`config.mk`:
```
export PLATFORM = sky130hd
export DESIGN_NAME = led_blink_number_display_flat
export DESIGN_NICKNAME = d
export VERILOG_FILES = /design/src/sv/lbnd_pkg.sv /design/src/sv/lbnd_cmd_if.sv /design/src/sv/lbnd_rsp_if.sv /design/src/sv/led_blink_number_display.sv /design/src/flat_wrapper.sv
export SDC_FILE = /design/constraint.sdc
export NUM_CORES = 1
export LEC_CHECK = 0
export ABC_AREA = 0
export ABC_CLOCK_PERIOD_IN_PS = 9220
export BUFFER_PORTS_ARGS = -buffer_cell sky130_fd_sc_hd__buf_2
export CORE_ASPECT_RATIO = 0.7
export CORE_UTILIZATION = 30
export CTS_CLUSTER_DIAMETER = 120
export DETAILED_ROUTE_END_ITERATION = 10
export HOLD_SLACK_MARGIN = 0.15
export PLACE_DENSITY_LB_ADDON = 0.15
export SLEW_MARGIN = 10
export SYNTH_ARGS = -nofsm -noshare
export SYNTH_HDL_FRONTEND = slang
export SYNTH_SLANG_ARGS = --single-unit
```
`constraint.sdc`:
```
create_clock -name clk -period 9.22 [get_ports clk]
set_input_delay 2.305 -clock clk [delete_from_list [all_inputs] [get_ports clk]]
set_output_delay 2.305 -clock clk [all_outputs]
set_load 0.02 [all_outputs]
```
`src/sv/lbnd_pkg.sv`:
```
// lbnd_pkg: opcodes, reset constants, powers of ten and the microcode ROM
// for the LED blink-number display. No dependencies.

package lbnd_pkg;

	typedef enum logic [1:0] {
		OP_TICK    = 2'd0,
		OP_START   = 2'd1,
		OP_ENABLE  = 2'd2,
		OP_DISABLE = 2'd3
	} opcode_t;

	localparam logic [15:0] SLOT_TICKS_RST = 16'd200;
	localparam logic [6:0]  ZERO_LEN       = 7'd12;
	localparam logic [6:0]  TAIL_SLOTS     = 7'd12;
	localparam logic [6:0]  ZERO_LIT_SLOTS = 7'd5;
	localparam logic [6:0]  MAX_LEN        = 7'd66;
	localparam logic [3:0]  MAX_EXP        = 4'd9;

	// which power of ten the compare/subtract unit sees
	typedef enum logic [1:0] {
		PS_KP1 = 2'd0,
		PS_K   = 2'd1,
		PS_KM1 = 2'd2
	} psel_t;

	typedef enum logic [1:0] {
		COND_GE      = 2'd0,
		COND_GE_KLT9 = 2'd1,
		COND_GE_KNZ  = 2'd2,
		COND_NEVER   = 2'd3
	} cond_t;

	typedef enum logic [1:0] {
		ACT_NONE  = 2'd0,
		ACT_INC_K = 2'd1,
		ACT_CNT_W = 2'd2,
		ACT_CNT_D = 2'd3
	} act_t;

	typedef logic [1:0] step_t;

	localparam step_t STEP_EXP  = 2'd0;
	localparam step_t STEP_LEAD = 2'd1;
	localparam step_t STEP_SEC  = 2'd2;
	localparam step_t STEP_FIN  = 2'd3;

	typedef struct packed {
		psel_t psel;
		cond_t cond;
		act_t  act;
		step_t t_next;
		step_t f_next;
		logic  fin;
	} uword_t;

	function automatic uword_t ucode(input step_t pc);
		uword_t w;
		unique case (pc)
			STEP_EXP:  w = '{PS_KP1, COND_GE_KLT9, ACT_INC_K, STEP_EXP,  STEP_LEAD, 1'b0};
			STEP_LEAD: w = '{PS_K,   COND_GE,      ACT_CNT_W, STEP_LEAD, STEP_SEC,  1'b0};
			STEP_SEC:  w = '{PS_KM1, COND_GE_KNZ,  ACT_CNT_D, STEP_SEC,  STEP_FIN,  1'b0};
			STEP_FIN:  w = '{PS_K,   COND_NEVER,   ACT_NONE,  STEP_EXP,  STEP_EXP,  1'b1};
			default:   w = '{PS_K,   COND_NEVER,   ACT_NONE,  STEP_EXP,  STEP_EXP,  1'b1};
		endcase
		return w;
	endfunction

	function automatic logic [31:0] pow10(input logic [3:0] idx);
		logic [31:0] p;
		case (idx)
			4'd0:    p = 32'd1;
			4'd1:    p = 32'd10;
			4'd2:    p = 32'd100;
			4'd3:    p = 32'd1000;
			4'd4:    p = 32'd10000;
			4'd5:    p = 32'd100000;
			4'd6:    p = 32'd1000000;
			4'd7:    p = 32'd10000000;
			4'd8:    p = 32'd100000000;
			4'd9:    p = 32'd1000000000;
			default: p = 32'hFFFF_FFFF;
		endcase
		return p;
	endfunction

endpackage

```
`src/sv/lbnd_cmd_if.sv`:
```
// lbnd_cmd_if: command channel (valid/ready) of the blink-number display.
// Depends on nothing.

interface lbnd_cmd_if;
	logic        valid;
	logic        ready;
	logic [1:0]  opcode;
	logic [31:0] value;
	logic        once_flag;

	modport source (output valid, opcode, value, once_flag, input ready);
	modport sink   (input valid, opcode, value, once_flag, output ready);
endinterface

```
`src/sv/lbnd_rsp_if.sv`:
```
// lbnd_rsp_if: response channel (valid/ready) of the blink-number display.
// Depends on nothing.

interface lbnd_rsp_if;
	logic valid;
	logic ready;
	logic led_on;
	logic busy_now;
	logic start_accepted;

	modport source (output valid, led_on, busy_now, start_accepted, input ready);
	modport sink   (input valid, led_on, busy_now, start_accepted, output ready);
endinterface

```
`src/sv/led_blink_number_display.sv`:
```
// led_blink_number_display: top level, slot timer, LED pattern and the
// microcoded digit extractor. Uses lbnd_pkg, lbnd_cmd_if and lbnd_rsp_if.
//
//   channel | dir | beat carries
//   --------+-----+------------------------------------------
//   cmd     | in  | opcode, value, once_flag
//   rsp     | out | led_on, busy_now, start_accepted
//   cfg     | in  | cfg_we + cfg_data (slot_ticks), no handshake
//
// Tick, enable, disable and an ignored start: result appears in the cycle after the beat.
// Accepted start: the sequencer steps EXP, LEAD and SEC, each looping while its compare
// holds, then FIN; one compare/subtract per step against a power-of-ten table.
// cmd takes a new beat once the sequencer is idle and the result register is free
// or draining in the same cycle; a stalled rsp holds its beat.
// arst_n clears all control state; slot_ticks resets to 200.

module led_blink_number_display #(
	parameter int PATTERN_SLOTS = 128
) (
	input  logic        clk,
	input  logic        arst_n,
	input  logic        cfg_we,
	input  logic [15:0] cfg_data,
	lbnd_cmd_if.sink    cmd,
	lbnd_rsp_if.source  rsp
);

	localparam int SW = $clog2(PATTERN_SLOTS);
	localparam logic [SW-1:0] SLOT_MAX = SW'(PATTERN_SLOTS - 1);

	// configuration
	logic [15:0] slot_ticks_q;

	// display state
	logic [15:0]   tick_q;
	logic [SW-1:0] slot_q;
	logic [3:0]    lead_q, sec_q, exp_q;
	logic [6:0]    len_q;
	logic          zero_q, once_q, busy_q, en_q, led_q;

	// sequencer and its datapath
	logic          run_q;
	lbnd_pkg::step_t pc_q;
	logic [31:0]   v_q;
	logic [3:0]    k_q, w_q, d_q;

	// result register
	logic rsp_valid_q, rsp_led_q, rsp_busy_q, rsp_acc_q;

	logic cmd_beat, rsp_free, rsp_load;
	lbnd_pkg::opcode_t op;

	assign op       = lbnd_pkg::opcode_t'(cmd.opcode);
	assign rsp_free = !rsp_valid_q || rsp.ready;
	assign cmd.ready = !run_q && rsp_free;
	assign cmd_beat  = cmd.valid && cmd.ready;

	assign rsp.valid          = rsp_valid_q;
	assign rsp.led_on         = rsp_led_q;
	assign rsp.busy_now       = rsp_busy_q;
	assign rsp.start_accepted = rsp_acc_q;

	// ---------------- slot timer step ----------------
	logic          wrap;
	logic [15:0]   tick_nx;
	logic [SW-1:0] slot_nx;

	assign wrap    = ({1'b0, tick_q} + 17'd1) >= {1'b0, slot_ticks_q};
	assign tick_nx = wrap ? 16'd0 : tick_q + 16'd1;
	assign slot_nx = (wrap && slot_q < SLOT_MAX) ? slot_q + SW'(1) : slot_q;

	// ---------------- pattern lookup at slot_nx ----------------
	logic [6:0] w2, d2, e2, a_lo, a_hi, b_lo, b_hi;
	logic       lit;

	assign w2   = {2'b00, lead_q, 1'b0};
	assign d2   = {2'b00, sec_q, 1'b0};
	assign e2   = {2'b00, exp_q, 1'b0};
	assign a_lo = w2 + 7'd2;
	assign a_hi = a_lo + d2;
	assign b_lo = w2 + d2 + 7'd4;
	assign b_hi = b_lo + e2;

	always_comb begin
		if (zero_q) begin
			lit = slot_nx < SW'(lbnd_pkg::ZERO_LIT_SLOTS);
		end else if (slot_nx[0]) begin
			lit = 1'b0;
		end else begin
			lit = (slot_nx < SW'(w2)) ||
			      (slot_nx >= SW'(a_lo) && slot_nx < SW'(a_hi)) ||
			      (slot_nx >= SW'(b_lo) && slot_nx < SW'(b_hi));
		end
	end

	// ---------------- microcode word and compare/subtract unit ----------------
	lbnd_pkg::uword_t uw;
	logic [3:0]  pidx;
	logic [31:0] pw;
	logic        ge, cond_true;

	assign uw = lbnd_pkg::ucode(pc_q);

	// result register is loaded by every beat except an accepted start, and by the
	// finish step
	assign rsp_load = (cmd_beat && !(op == lbnd_pkg::OP_START && !busy_q)) ||
	                  (run_q && uw.fin);

	always_comb begin
		unique case (uw.psel)
			lbnd_pkg::PS_KP1: pidx = k_q + 4'd1;
			lbnd_pkg::PS_K:   pidx = k_q;
			lbnd_pkg::PS_KM1: pidx = k_q - 4'd1;
			default:          pidx = k_q;
		endcase
	end

	assign pw = lbnd_pkg::pow10(pidx);
	assign ge = v_q >= pw;

	always_comb begin
		unique case (uw.cond)
			lbnd_pkg::COND_GE:      cond_true = ge;
			lbnd_pkg::COND_GE_KLT9: cond_true = ge && (k_q != lbnd_pkg::MAX_EXP);
			lbnd_pkg::COND_GE_KNZ:  cond_true = ge && (k_q != 4'd0);
			default:                cond_true = 1'b0;
		endcase
	end

	// ---------------- registers ----------------
	always_ff @(posedge clk or negedge arst_n) begin
		if (!arst_n) begin
			slot_ticks_q <= lbnd_pkg::SLOT_TICKS_RST;
		end else if (cfg_we) begin
			slot_ticks_q <= cfg_data;
		end
	end

	always_ff @(posedge clk or negedge arst_n) begin
		if (!arst_n) begin
			tick_q      <= '0;
			slot_q      <= '0;
			lead_q      <= '0;
			sec_q       <= '0;
			exp_q       <= '0;
			len_q       <= '0;
			zero_q      <= 1'b0;
			once_q      <= 1'b0;
			busy_q      <= 1'b0;
			en_q        <= 1'b0;
			led_q       <= 1'b0;
			run_q       <= 1'b0;
			pc_q        <= lbnd_pkg::STEP_EXP;
			v_q         <= '0;
			k_q         <= '0;
			w_q         <= '0;
			d_q         <= '0;
			rsp_valid_q <= 1'b0;
			rsp_led_q   <= 1'b0;
			rsp_busy_q  <= 1'b0;
			rsp_acc_q   <= 1'b0;
		end else begin
			if (rsp_valid_q && rsp.ready && !rsp_load) begin
				rsp_valid_q <= 1'b0;
			end

			if (cmd_beat) begin
				case (op)
					lbnd_pkg::OP_TICK: begin
						logic          led_nx, busy_nx;
						logic [15:0]   tick_n;
						logic [SW-1:0] slot_n;
						led_nx  = led_q;
						busy_nx = busy_q;
						tick_n  = tick_q;
						slot_n  = slot_q;
						if (len_q != 7'd0) begin
							tick_n = tick_nx;
							slot_n = slot_nx;
							if (en_q) begin
								led_nx = lit;
								if (slot_nx > SW'(len_q)) begin
									if (!once_q) begin
										tick_n = '0;
										slot_n = '0;
									end
									busy_nx = 1'b0;
								end
							end
						end
						tick_q      <= tick_n;
						slot_q      <= slot_n;
						led_q       <= led_nx;
						busy_q      <= busy_nx;
						rsp_valid_q <= 1'b1;
						rsp_led_q   <= led_nx;
						rsp_busy_q  <= busy_nx;
						rsp_acc_q   <= 1'b0;
					end
					lbnd_pkg::OP_START: begin
						if (busy_q) begin
							rsp_valid_q <= 1'b1;
							rsp_led_q   <= led_q;
							rsp_busy_q  <= 1'b1;
							rsp_acc_q   <= 1'b0;
						end else begin
							// result comes from the finish step
							busy_q <= 1'b1;
							en_q   <= 1'b1;
							once_q <= cmd.once_flag;
							tick_q <= '0;
							slot_q <= '0;
							run_q  <= 1'b1;
							pc_q   <= lbnd_pkg::STEP_EXP;
							v_q    <= cmd.value;
							k_q    <= '0;
							w_q    <= '0;
							d_q    <= '0;
						end
					end
					lbnd_pkg::OP_ENABLE: begin
						en_q        <= 1'b1;
						rsp_valid_q <= 1'b1;
						rsp_led_q   <= led_q;
						rsp_busy_q  <= busy_q;
						rsp_acc_q   <= 1'b0;
					end
					default: begin
						en_q        <= 1'b0;
						rsp_valid_q <= 1'b1;
						rsp_led_q   <= led_q;
						rsp_busy_q  <= busy_q;
						rsp_acc_q   <= 1'b0;
					end
				endcase
			end

			if (run_q) begin
				if (uw.fin) begin
					// zero input leaves the lead count at zero
					lead_q <= w_q;
					sec_q  <= d_q;
					exp_q  <= k_q;
					zero_q <= (w_q == 4'd0);
					len_q  <= (w_q == 4'd0) ? lbnd_pkg::ZERO_LEN :
					          {2'b00, w_q, 1'b0} + {2'b00, d_q, 1'b0} +
					          {2'b00, k_q, 1'b0} + lbnd_pkg::TAIL_SLOTS;
					run_q  <= 1'b0;
					pc_q   <= uw.t_next;
					if (rsp_free) begin
						rsp_valid_q <= 1'b1;
						rsp_led_q   <= led_q;
						rsp_busy_q  <= 1'b1;
						rsp_acc_q   <= 1'b1;
					end
				end else if (cond_true) begin
					pc_q <= uw.t_next;
					case (uw.act)
						lbnd_pkg::ACT_INC_K: k_q <= k_q + 4'd1;
						lbnd_pkg::ACT_CNT_W: begin
							v_q <= v_q - pw;
							w_q <= w_q + 4'd1;
						end
						lbnd_pkg::ACT_CNT_D: begin
							v_q <= v_q - pw;
							d_q <= d_q + 4'd1;
						end
						default: ;
					endcase
				end else begin
					pc_q <= uw.f_next;
				end
			end
		end
	end

	// the finish step must not retire while the result register is full
	// (it only gets there after a beat that found the register free)

`ifndef SYNTHESIS
	a_acc_busy: assert property (@(posedge clk) disable iff (!arst_n)
		rsp.valid && rsp.start_accepted |-> rsp.busy_now)
		else $error("accepted start reported without busy");

	a_exp_range: assert property (@(posedge clk) disable iff (!arst_n)
		run_q |-> k_q <= lbnd_pkg::MAX_EXP)
		else $error("exponent counter out of range");

	a_len_range: assert property (@(posedge clk) disable iff (!arst_n)
		len_q <= lbnd_pkg::MAX_LEN)
		else $error("pattern length out of range");

	a_idle_pc: assert property (@(posedge clk) disable iff (!arst_n)
		!run_q |-> pc_q == lbnd_pkg::STEP_EXP)
		else $error("sequencer left mid-program");

	a_fin_free: assert property (@(posedge clk) disable iff (!arst_n)
		run_q && uw.fin |-> rsp_free)
		else $error("finish step with result register full");
`endif

endmodule
```
`src/flat_wrapper.sv`:
```
// flat-port wrapper written by rule: the top's interface ports become plain ports
module led_blink_number_display_flat 
#(
	parameter int PATTERN_SLOTS = 128
)
  (clk, arst_n, cfg_we, cfg_data, cmd_valid, cmd_opcode, cmd_value, cmd_once_flag, cmd_ready, rsp_valid, rsp_led_on, rsp_busy_now, rsp_start_accepted, rsp_ready);
  lbnd_cmd_if cmd_i ();
  lbnd_rsp_if rsp_i ();
  input  logic clk;
  input  logic arst_n;
  input  logic cfg_we;
  input  logic [15:0] cfg_data;
  input wire logic [$bits(cmd_i.valid)-1:0] cmd_valid;
  input wire logic [$bits(cmd_i.opcode)-1:0] cmd_opcode;
  input wire logic [$bits(cmd_i.value)-1:0] cmd_value;
  input wire logic [$bits(cmd_i.once_flag)-1:0] cmd_once_flag;
  output wire logic [$bits(cmd_i.ready)-1:0] cmd_ready;
  output wire logic [$bits(rsp_i.valid)-1:0] rsp_valid;
  output wire logic [$bits(rsp_i.led_on)-1:0] rsp_led_on;
  output wire logic [$bits(rsp_i.busy_now)-1:0] rsp_busy_now;
  output wire logic [$bits(rsp_i.start_accepted)-1:0] rsp_start_accepted;
  input wire logic [$bits(rsp_i.ready)-1:0] rsp_ready;
  assign cmd_i.valid = cmd_valid;
  assign cmd_i.opcode = cmd_opcode;
  assign cmd_i.value = cmd_value;
  assign cmd_i.once_flag = cmd_once_flag;
  assign cmd_ready = cmd_i.ready;
  assign rsp_valid = rsp_i.valid;
  assign rsp_led_on = rsp_i.led_on;
  assign rsp_busy_now = rsp_i.busy_now;
  assign rsp_start_accepted = rsp_i.start_accepted;
  assign rsp_i.ready = rsp_ready;
  led_blink_number_display #(.PATTERN_SLOTS(PATTERN_SLOTS)) u_core (.clk(clk), .arst_n(arst_n), .cfg_we(cfg_we), .cfg_data(cfg_data), .cmd(cmd_i), .rsp(rsp_i));
endmodule
```
-- Word-level counts from Yosys, hierarchy flattened
Memory sizes are Yosys's and may differ from the RTL's.
Cells that the tools add are included.
- add/sub/neg operators: 16
- order comparisons: 10
- equal/unequal tests: 15
- mux-type cells: 92
- bitwise logic cells: 2
- reductions and logical operators: 39
- operators by type and width (kind ; count):
    $mux 32 ; 7
    $mux 16 ; 6
    $mux 4 ; 21
    $mux 7 ; 7
    $pmux 11 s4 ; 1
    $mux 1 ; 36
    $ge 32x32->1 ; 1
    $pmux 16 s2 ; 1
    $sub 32x32->32 ; 1
    $add 7x5->7 ; 3
    $add 16x1->17 const B ; 1
    $ge 17x16->1 ; 1
    $add 16x1->16 const B ; 1
    $eq 2x2->1 const B ; 7
    $ge 7x7->1 ; 2
    $lt 7x7->1 ; 2
    $pmux 7 s2 ; 1
    $add 4x1->4 const B ; 3
    $add 5x5->6 ; 2
    $logic_and 1x1->1 ; 12
    $mux 2 ; 6
    $reduce_and 3->1 ; 3
    $eq 2x1->1 const B ; 4
    $logic_not 2->1 ; 4
    other kinds (25) ; 41
- flip-flop bits (word level): 114
- bits in read-only memories: 512
- output and inout bits: 5
- logic and storage cells: 197
- memories kept: 1
- memory list (name ; depth ; bits a word ; rd ports ; clocked after Yosys merged registers in ; write ports ; line ; text):
    (name not given) ; 16 ; 32 ; 1 ; 0 ; 0 ; lbnd_pkg.sv:71 ; case (idx)

-- Longest topological paths before layout
Gate-level depths: netlist (run 1).
- depth in word-level cells: 17
- gate-level depth with buffers: 25
- depth with buffers taken out: 24

-- Worst setup path before layout (run 1)
Ideal clock, no wire load.
- kind: reg-to-reg
- start point: register u_core.tick_q[0]
- end point: register u_core.tick_q[6]
- library setup time: 0.066 ns
- arrival time: 5.037 ns
- setup slack: 4.118 ns
- cell stages (with the launch flop): 26
- path buffers: 1
- clock period less this slack: 5.102 ns
- cell sequence: dfrtp_1 > ha_1 > and3_1 > and3_4 > nand4_1 > xnor2_1 > ha_1 > nand3_1 > nor4_1 > o21ai_0 > nand3_4 > and2_2 > nand2_1 > xnor2_1 > ha_1 > o21a_1 > o21a_1 > o21a_1 > o21a_1 > o21a_1 > o32a_1 > a311o_2 > or2_4 > inv_4 > buf_8 > a22o_1
- cells in the longest elaborated chain, start to end: 9
- elaborated cells on any way between the ends: 12
- classes of those cells: 2 x add/sub; 2 x order compare; 7 x mux; 1 x reduce/logical
- ends and longest elaborated chain (element ; line ; text):
    start, declared ; led_blink_number_display.sv:35 ; logic [15:0] tick_q;
    start signal, assigned ; led_blink_number_display.sv:191 ; tick_q <= tick_n;
    $add 16x1->17 ; led_blink_number_display.sv:68 ; assign wrap = ({1'b0, tick_q} + 17'd1) >= {1'b0, slot_ticks_q};
    $ge 17x16->1 ; led_blink_number_display.sv:68 ;
    $logic_and 1x1->1 ; led_blink_number_display.sv:70 ; assign slot_nx = (wrap && slot_q < SLOT_MAX) ? slot_q + SW'(1) : slot_q;
    $mux 7 ; led_blink_number_display.sv:70 ;
    $gt 7x7->1 ; led_blink_number_display.sv:182 ; if (slot_nx > SW'(len_q)) begin
    $mux 16 ; led_blink_number_display.sv:182 ;
    $mux 16 * ; led_blink_number_display.sv:180 ; if (en_q) begin
    $mux 16 * ; led_blink_number_display.sv:177 ; if (len_q != 7'd0) begin
    $pmux 16 s2 * ; led_blink_number_display.sv:168 ; case (op)
Every way passes the cells marked *; elsewhere a longest branch is shown, timed or not. The select of a mux whose other input is x is not followed.
A chain may end at the register's enable or synchronous reset.

-- Final worst setup path (run 1)
- start point: register u_core.pc_q[0]
- end point: register u_core.v_q[9]
- cells in the longest elaborated chain, start to end: 11
- elaborated cells on any way between the ends: 24
- classes of those cells: 1 x add/sub; 1 x order compare; 8 x eq/ne; 7 x mux; 6 x reduce/logical; 1 x memory
- ends and longest elaborated chain (element ; line ; text):
    start, declared ; led_blink_number_display.sv:43 ; lbnd_pkg::step_t pc_q;
    start signal, assigned ; led_blink_number_display.sv:153 ; pc_q <= lbnd_pkg::STEP_EXP;
    start signal, assigned ; led_blink_number_display.sv:214 ; pc_q <= lbnd_pkg::STEP_EXP;
    start signal, assigned ; led_blink_number_display.sv:249 ; pc_q <= uw.t_next;
    $eq 2x2->1, or another cell as far along ; lbnd_pkg.sv:59 ; unique case (pc)
    $pmux 11 s4 * ; lbnd_pkg.sv:59 ;
    $eq 2x2->1 / $logic_not 2->1 (equally long branches) ; led_blink_number_display.sv:110 ; unique case (uw.psel)
    $pmux 4 s2 ; led_blink_number_display.sv:110 ;
    $mem_v2 16x32 ; -- ;
    $ge 32x32->1 ; led_blink_number_display.sv:119 ; assign ge = v_q >= pw;
    $logic_and 1x1->1 (on tied branches) ; led_blink_number_display.sv:125, led_blink_number_display.sv:124 ;
    $pmux 1 s3 ; led_blink_number_display.sv:122 ; unique case (uw.cond)
    $mux 32 ; led_blink_number_display.sv:256 ; end else if (cond_true) begin
    $mux 32 * ; led_blink_number_display.sv:239 ; if (uw.fin) begin
    $mux 32 * ; led_blink_number_display.sv:238 ; if (run_q) begin
    end signal, assigned ; led_blink_number_display.sv:215 ; v_q <= cmd.value;
    end signal, assigned ; led_blink_number_display.sv:261 ; v_q <= v_q - pw;
    end signal, assigned ; led_blink_number_display.sv:265 ; v_q <= v_q - pw;
    end, declared ; led_blink_number_display.sv:44 ; logic [31:0] v_q;
Every way passes the cells marked *; elsewhere a longest branch is shown, timed or not.

==> results of run 1 <==
==> routing by layer <==
| metal | vias up | routed length, um |
|---|---|---|
| met5 | - | 0 |
| met4 | 0 | 300 |
| met3 | 21 | 667 |
| met2 | 95 | 9700 |
| met1 | 3488 | 13300 |
| li1 | 3880 | - |
==> critical path, cell delays in order, from the launching register on <==
cell and delay (ns):
sky130_fd_sc_hd__dfrtp_1 0.43, sky130_fd_sc_hd__inv_1 0.15, sky130_fd_sc_hd__ha_1 0.31, sky130_fd_sc_hd__inv_1 0.10, sky130_fd_sc_hd__o22ai_1 0.18, sky130_fd_sc_hd__nor2_1 0.07
sky130_fd_sc_hd__a21oi_1 0.77, sky130_fd_sc_hd__inv_1 0.25, sky130_fd_sc_hd__a21oi_1 0.47, sky130_fd_sc_hd__inv_1 0.18, sky130_fd_sc_hd__nand2_1 0.10, sky130_fd_sc_hd__ha_1 0.18
sky130_fd_sc_hd__fa_1 0.21, sky130_fd_sc_hd__nor2b_1 0.06, sky130_fd_sc_hd__o21a_1 0.17, sky130_fd_sc_hd__o21a_1 0.19, sky130_fd_sc_hd__o41a_1 0.47, sky130_fd_sc_hd__a21oi_1 0.37
sky130_fd_sc_hd__o211ai_1 0.21, sky130_fd_sc_hd__a21o_1 0.29, sky130_fd_sc_hd__o2111ai_4 0.20, sky130_fd_sc_hd__buf_4 0.55, sky130_fd_sc_hd__nor2_1 0.11, sky130_fd_sc_hd__a21oi_1 0.14
==> cell families (layout without fill, tap and decap cells) <==
kind of cell    after synthesis  in the layout  synth area share
flops                       113            113             0.302
xor+xnor                     59             59            0.0551
compound gates              311            311             0.218
simple gates                248            248             0.127
fa+ha+maj                   133            133             0.182
mux                          54             54            0.0619
buf+inv                     123            187            0.0541
==> state kept, by name, summed over array words and instances, names as in the netlist, 2 cells and up <==
| signal | cells |
|---|---|
| u_core.tick_q | 16 |
| u_core.exp_q | 4 |
| u_core.len_q | 6 |
| u_core.lead_q | 4 |
| u_core.v_q | 32 |
| u_core.w_q | 4 |
| u_core.d_q | 4 |
| u_core.slot_ticks_q | 16 |
| u_core.pc_q | 2 |
| u_core.sec_q | 4 |
| u_core.k_q | 4 |
| u_core.slot_q | 7 |
==> layout by cell type, fill, tap and decap left out, drive strengths merged, types with 31 or more instances in the layout <==
cell type  netlist  layout
ha             126     126
dfrtp          110     110
inv             91      93
nand2           88      88
a21oi           83      83
o21ai           68      68
buf              9      65
nor2            52      52
xnor2           38      38
nand3           31      31
==> through the flow <==
step,worst slack [ns],instance area [um^2],hold slack (ns),std cells
detailed placement,2.93,10100,0.468,1486
floorplan,4.12,9380,0.456,1041
global route,2.09,10700,0.522,1517
finish,2.92,10700,0.478,1517
CTS,2.92,10700,0.485,1517
global placement,3.17,10100,0.467,1486
==> final timing paths <==
check | endpoint | depth (start not counted)
max reg2reg | u_core.v_q[9] | 23
min in group asynchronous | u_core.slot_ticks_q[15] | 1
min | u_core.rsp.start_accepted | 1
max | u_core.v_q[9] | 23
max in group asynchronous | u_core.d_q[0] | 2
min reg2reg | u_core.rsp.start_accepted | 1
==> area by class of cell <==
class | count | area share
Timing Repair Buffer | 65 | 0.0319
Inverter | 91 | 0.0323
Tap cell | 412 | 0.0484
Multi-Input combinational cell | 805 | 0.568
Clock buffer | 17 | 0.0399
Clock inverter | 14 | 0.0133
Sequential cell | 113 | 0.266
==> parameters.txt, run 1 <==
Parameter                              Value

Final layout
  Area used by sequential logic in the layout ... 2830 um^2
  Inserted Diodes ... 0
  Number of fillers in the final layout ... 3191
  Share of cells above drive strength 1 ... 0.134
  Core occupancy in the finished layout ... 0.351
  Area of combinational cells with multiple inputs ... 6060 um^2
  Syn-to-layout area delta ... 13.5%
  Post-layout net count ... 1281

Clocking
  Worst skew pair latency ... 0.44 ns
  Clk slew on worst S/H paths ... 0.06 ns
  CTS tree ... built
  Count of clock tree sinks ... 113
  Number of gates resized after cts ... 0
  CTS Buffer Depth ... 2
  Post-CTS Setup Inserts ... 0
  H-tree depth ... 4
  TritonCTS buffer count ... 17
  Post-cts hold buffer count ... 0
  Root buffer selected by CTS ... sky130_fd_sc_hd__clkbuf_16

Yosys
  Most frequent cell after synthesis ... sky130_fd_sc_hd__ha_1
  Synthesized area ... 9380 um^2
  Ranking of synthesized cells by area ... sky130_fd_sc_hd__dfrtp_1 (29%), sky130_fd_sc_hd__ha_1 (17%), sky130_fd_sc_hd__a21oi_1 (4.4%), sky130_fd_sc_hd__o21ai_0 (3.6%), sky130_fd_sc_hd__inv_1 (3.6%)
  Post-synthesis sequential area ratio ... 0.302
  Fraction of registers with async set or reset after synthesis ... 1.00
  Post-synth cell types ... 74
  Area share of the largest cell type after synthesis ... 0.293
  Number of warnings printed during yosys synthesis ... 0
  Main synth FF type ... sky130_fd_sc_hd__dfrtp_1
  Biggest area consumer among synthesized cells ... sky130_fd_sc_hd__dfrtp_1
  Number of enable-type register cells in the synthesized netlist ... 0
  Post-synth net total ... 1229
  Gate Count Post-Synth ... 1041
  Synth Area per Inst ... 9.01 um^2
  Synthesized flop and latch total ... 113
  Commonest cells post-synth ... sky130_fd_sc_hd__ha_1 (126), sky130_fd_sc_hd__dfrtp_1 (110), sky130_fd_sc_hd__inv_1 (90), sky130_fd_sc_hd__nand2_1 (88), sky130_fd_sc_hd__a21oi_1 (83)

STA
  Slew Viols, Final ... 0
  Slew @ Worst Pin ... 1.01 ns
  Headroom to the max-slew limit ... 0.322
  Final TNS setup ... 0 ns
  Highest clock frequency the design can meet ... 159 MHz
  Minimum period implied by the final worst setup slack ... 6.30 ns
  RSZ-0062 raised after global routing ... false
  Share of the clock period used by the worst path ... 0.683
  Fin. Hold Viols ... 0
  Final setup vio count ... 0
  Worst clock skew on the final layout ... 0.00951 ns

Die
  Placement Rows ... 53
  Core Box Area ... 30400 um^2
  Die height ... 150 um
  Die outline width ... 213 um
  Total Die Area ... 32000 um^2
  Initial core utilization ... 0.309
  I/O pins ... 61

GRT
  Global-route wire length before repair ... 39600 um
  Total routing usage reported by global routing ... 0.160
  Gr busiest metal ... met1
  Initial antenna violation count ... 0
  Global-route track usage on met1 ... 0.239
  Overflow after GRT ... 0
  Met3 track utilization from global routing ... 0.0338
  Maximum number of pins on one net before global-route repair ... 65
  Vias in the first global route ... 7276
  Met2 routing resource usage after global routing ... 0.228

Run
  Max Cap Violations ... 0

Place
  Weighted congestion at the end of routability-driven global placement ... 0.805
  # port buffers ... 60
  DP Wirelength ... 17900 um

Worst setup path
  CP Launch Type ... register
  Required time at the endpoint of the critical path ... 9.58 ns
  Maximum fanout along the worst path ... 64
  Category of the worst setup path capture point ... register
  Crit Reg-Reg Startpoint ... u_core.pc_q[0]
  R2R Setup Slk ... 2.92 ns
  Signal arrival time at the worst endpoint ... 6.65 ns
  Startpoint-to-endpoint class of the critical path ... register to register
  Worst setup path startpoint ... u_core.pc_q[0]

Route
  Total number of vias ... 7484
  DRC violations left ... 0
  DRT iter0 DRCs ... 418
  Total wire length ... 23900 um
  Number of detailed-routing iterations run before antenna repair ... 4
  Routed Antenna Nets ... 0
  Vias per cell ... 4.93
  Wirelength per Cell ... 15.8 um

Status
  Status ... complete, no violations

Hold path
  Worst hold path class ... register to register
  Origin of the worst min-delay path ... u_core.rsp.start_accepted
Power of run 1 is not shown: default switching activity piles up to over one toggle a cycle in this logic, so the estimate is an artifact.
==> run 2: changes to the inputs <==
- ABC_CLOCK_PERIOD_IN_PS: 9220 -> 5700
- clock period: 9.22 -> 5.7 ns (I/O delays scaled with it)
==> run 2 against run 1 <==
Effect of this change:
- register-to-register slack got worse by 2.5 ns
- clock skew increased by 0.0047 ns
- wire length increased by 2.5%
==> parameters.txt, run 2 (same netlist as run 1, synthesis figures left out) <==
Parameter                              Value

Worst setup path
  Worst flop-to-flop path endpoint ... u_core.tick_q[2]
  Category of the worst setup path capture point ... register
  Crit Reg-Reg Startpoint ... u_core.tick_q[2]
  Startpoint-to-endpoint class of the critical path ... register to register
  Register-to-Register Path Depth ... 22 (-4.3%)
  CP Launch Type ... register
  R2R Setup Slk ... 0.38 ns (-2.54 ns)
  Worst setup path startpoint ... u_core.tick_q[2]
  Maximum fanout along the worst path ... 15 (-77%)
  Signal arrival time at the worst endpoint ... 5.70 ns (-0.95 ns)
  Required time at the endpoint of the critical path ... 6.08 ns (-3.50 ns)

Place
  DP Wirelength ... 18800 um (+4.9%)
  Placed Instances ... 1501 (+1.0%)
  Weighted congestion at the end of routability-driven global placement ... 0.843 (+4.6%)
  # port buffers ... 60 (unchanged)

Clocking
  Post-CTS Setup Inserts ... 0 (unchanged)
  TritonCTS buffer count ... 17 (unchanged)
  CTS Buffer Depth ... 2 (unchanged)
  Root buffer selected by CTS ... sky130_fd_sc_hd__clkbuf_16
  H-tree depth ... 4 (unchanged)
  Worst skew pair latency ... 0.44 ns (about the same)
  Count of clock tree sinks ... 113 (unchanged)
  Clk slew on worst S/H paths ... 0.06 ns (about the same)
  CTS tree ... built

Hold path
  Hold Path Depth ... 1 (unchanged)
  Origin of the worst min-delay path ... u_core.rsp.start_accepted
  Hold-critical path endpoint ... u_core.rsp.start_accepted
  Worst hold path class ... register to register

GRT
  Global-route track usage on met1 ... 0.243 (+0.00391)
  Total routing usage reported by global routing ... 0.162 (+0.00218)
  Overflow after GRT ... 0 (unchanged)
  Vias in the first global route ... 7422 (+2.0%)
  Met2 routing resource usage after global routing ... 0.232 (+0.00341)
  Gr busiest metal ... met1
  Met3 track utilization from global routing ... 0.0319 (-0.00189)
  Global-route wire length before repair ... 40100 um (+1.2%)
  Maximum number of pins on one net before global-route repair ... 65 (unchanged)
  Initial antenna violation count ... 0 (unchanged)

Final layout
  Most frequent standard cell in the layout excluding fill and tap cells ... sky130_fd_sc_hd__ha_1
  Number of fillers in the final layout ... 3188 (-0.094%)
  Area of combinational cells with multiple inputs ... 6070 um^2 (+0.23%)
  Area used by sequential logic in the layout ... 2830 um^2 (about the same)
  Flip-flop count of the largest register after layout ... 32 (unchanged)
  Post-layout net count ... 1296 (+1.2%)
  Register name with the most flops ... u_core.v_q
  Syn-to-layout area delta ... 15.6%
  Most used cells in the layout excluding fill and tap cells ... sky130_fd_sc_hd__ha_1 (126), sky130_fd_sc_hd__dfrtp_1 (109), sky130_fd_sc_hd__inv_1 (90), sky130_fd_sc_hd__nand2_1 (88), sky130_fd_sc_hd__a21oi_1 (83)
  Top Registers ... u_core.v_q (32), u_core.slot_ticks_q (16), u_core.tick_q (16)
  Share of cells above drive strength 1 ... 0.149 (+0.0150)
  Fin cells ... 1533 (+1.1%)
  Core occupancy in the finished layout ... 0.357 (+0.00630)
  Inserted Diodes ... 0 (unchanged)

STA
  Highest clock frequency the design can meet ... 188 MHz (+18%)
  Slew Viols, Final ... 0 (unchanged)
  Minimum period implied by the final worst setup slack ... 5.32 ns (-0.976 ns)
  Headroom to the max-slew limit ... 0.450 (+0.128)
  Share of the clock period used by the worst path ... 0.933 (+0.250)
  Worst clock skew on the final layout ... 0.0142 ns (+0.00470 ns)
  Fin. Hold Viols ... 0 (unchanged)
  Slew @ Worst Pin ... 0.825 ns (-0.190 ns)
  Final setup vio count ... 0 (unchanged)

Die
  Initial core utilization ... 0.309 (unchanged)
  Die height ... 150 um (unchanged)
  Total Die Area ... 32000 um^2 (unchanged)
  Die outline width ... 213 um (unchanged)
  Placement Rows ... 53 (unchanged)
  Core Box Area ... 30400 um^2 (unchanged)
  I/O pins ... 61 (unchanged)

Route
  DRT iter0 DRCs ... 424 (+1.4%)
  Routed Antenna Nets ... 0 (unchanged)
  Total number of vias ... 7601 (+1.6%)
  Vias per cell ... 4.96 (+0.50%)
  DRC violations left ... 0 (unchanged)
  Number of detailed-routing iterations run before antenna repair ... 7 (+3)
  Wirelength per Cell ... 16.0 um (+1.4%)
  Total wire length ... 24500 um (+2.5%)

Run
  Max Cap Violations ... 0 (unchanged)

Status
  Status ... complete, no violations
[run 2: cell count changes in the layout (fill, tap and decap cells not counted), moves of 2 or more]
| cell | change |
|---|---|
| sky130_fd_sc_hd__clkinv_2 | -5 |
| sky130_fd_sc_hd__clkbuf_8 | +2 |
| sky130_fd_sc_hd__buf_12 | +2 |
| sky130_fd_sc_hd__clkinv_4 | +4 |
| sky130_fd_sc_hd__buf_4 | +13 |
[run 2: worst max path at each step]
stage                                   to  slack (ns)  cells after the start
after global routing      u_core.tick_q[9]      -0.002                     24
after global placement    u_core.tick_q[2]        0.48                     24
after detailed placement  u_core.tick_q[9]        0.33                     24
after CTS                 u_core.tick_q[2]        0.29                     24
after floorplan           u_core.tick_q[6]        0.60                     25
final                     u_core.tick_q[2]        0.38                     22
[run 2: stage by stage]
step / hold WS [ns] / setup WS (ns) / setup TNS (ns) / instance area, um^2
3_5_place_dp: 0.472 / 0.329 / 0 / 10200
3_3_place_gp: 0.467 / 0.476 / 0 / 10200
2_1_floorplan: 0.456 / 0.598 / 0 / 9380
6_report: 0.483 / 0.381 / 0 / 10800
4_1_cts: 0.488 / 0.287 / 0 / 10800
5_1_grt: 0.509 / -0.00150 / -0.00150 / 10800
[run 2: area by class of cell]
class,count,share of cell area
clock buffer,19,0.0418
clock inverter,13,0.0141
inverter,91,0.0317
multi-input combinational,805,0.560
sequential,113,0.261
tap,412,0.0475
timing repair buffer,80,0.0441
[run 2: worst max-delay path, stage by stage (launching register included)]
cell and delay, ns:
sky130_fd_sc_hd__dfrtp_1 0.43, sky130_fd_sc_hd__and4_4 0.26, sky130_fd_sc_hd__and3_2 0.19, sky130_fd_sc_hd__nand4_1 0.21, sky130_fd_sc_hd__nor2_1 0.23, sky130_fd_sc_hd__xor2_1 0.22, sky130_fd_sc_hd__ha_1 0.27, sky130_fd_sc_hd__nand3_1 0.13
sky130_fd_sc_hd__nor2_1 0.07, sky130_fd_sc_hd__a2bb2oi_1 0.29, sky130_fd_sc_hd__nand3_4 0.19, sky130_fd_sc_hd__nand4_1 0.16, sky130_fd_sc_hd__mux2_2 0.45, sky130_fd_sc_hd__ha_1 0.33, sky130_fd_sc_hd__o21a_1 0.11, sky130_fd_sc_hd__o21a_1 0.16
sky130_fd_sc_hd__o21a_1 0.16, sky130_fd_sc_hd__o21a_1 0.16, sky130_fd_sc_hd__o32a_1 0.18, sky130_fd_sc_hd__a311o_2 0.47, sky130_fd_sc_hd__or2_4 0.27, sky130_fd_sc_hd__inv_4 0.15, sky130_fd_sc_hd__a22o_2 0.16
[run 2: layer usage]
layer  wire length [um]  vias to the layer above
li1                   -                     3921
met1              13500                     3556
met2              10000                      106
met3                803                       18
met4                267                        0
met5                  0                        -
[run 2: what timing repair did]
| action | in CTS | in global routing |
|---|---|---|
| hold buffers | 0 | 0 |
| gates resized for setup | 0 | 4 |
| setup endpoints to repair | 0 | 18 |
Power of run 2 is left out for the same reason.
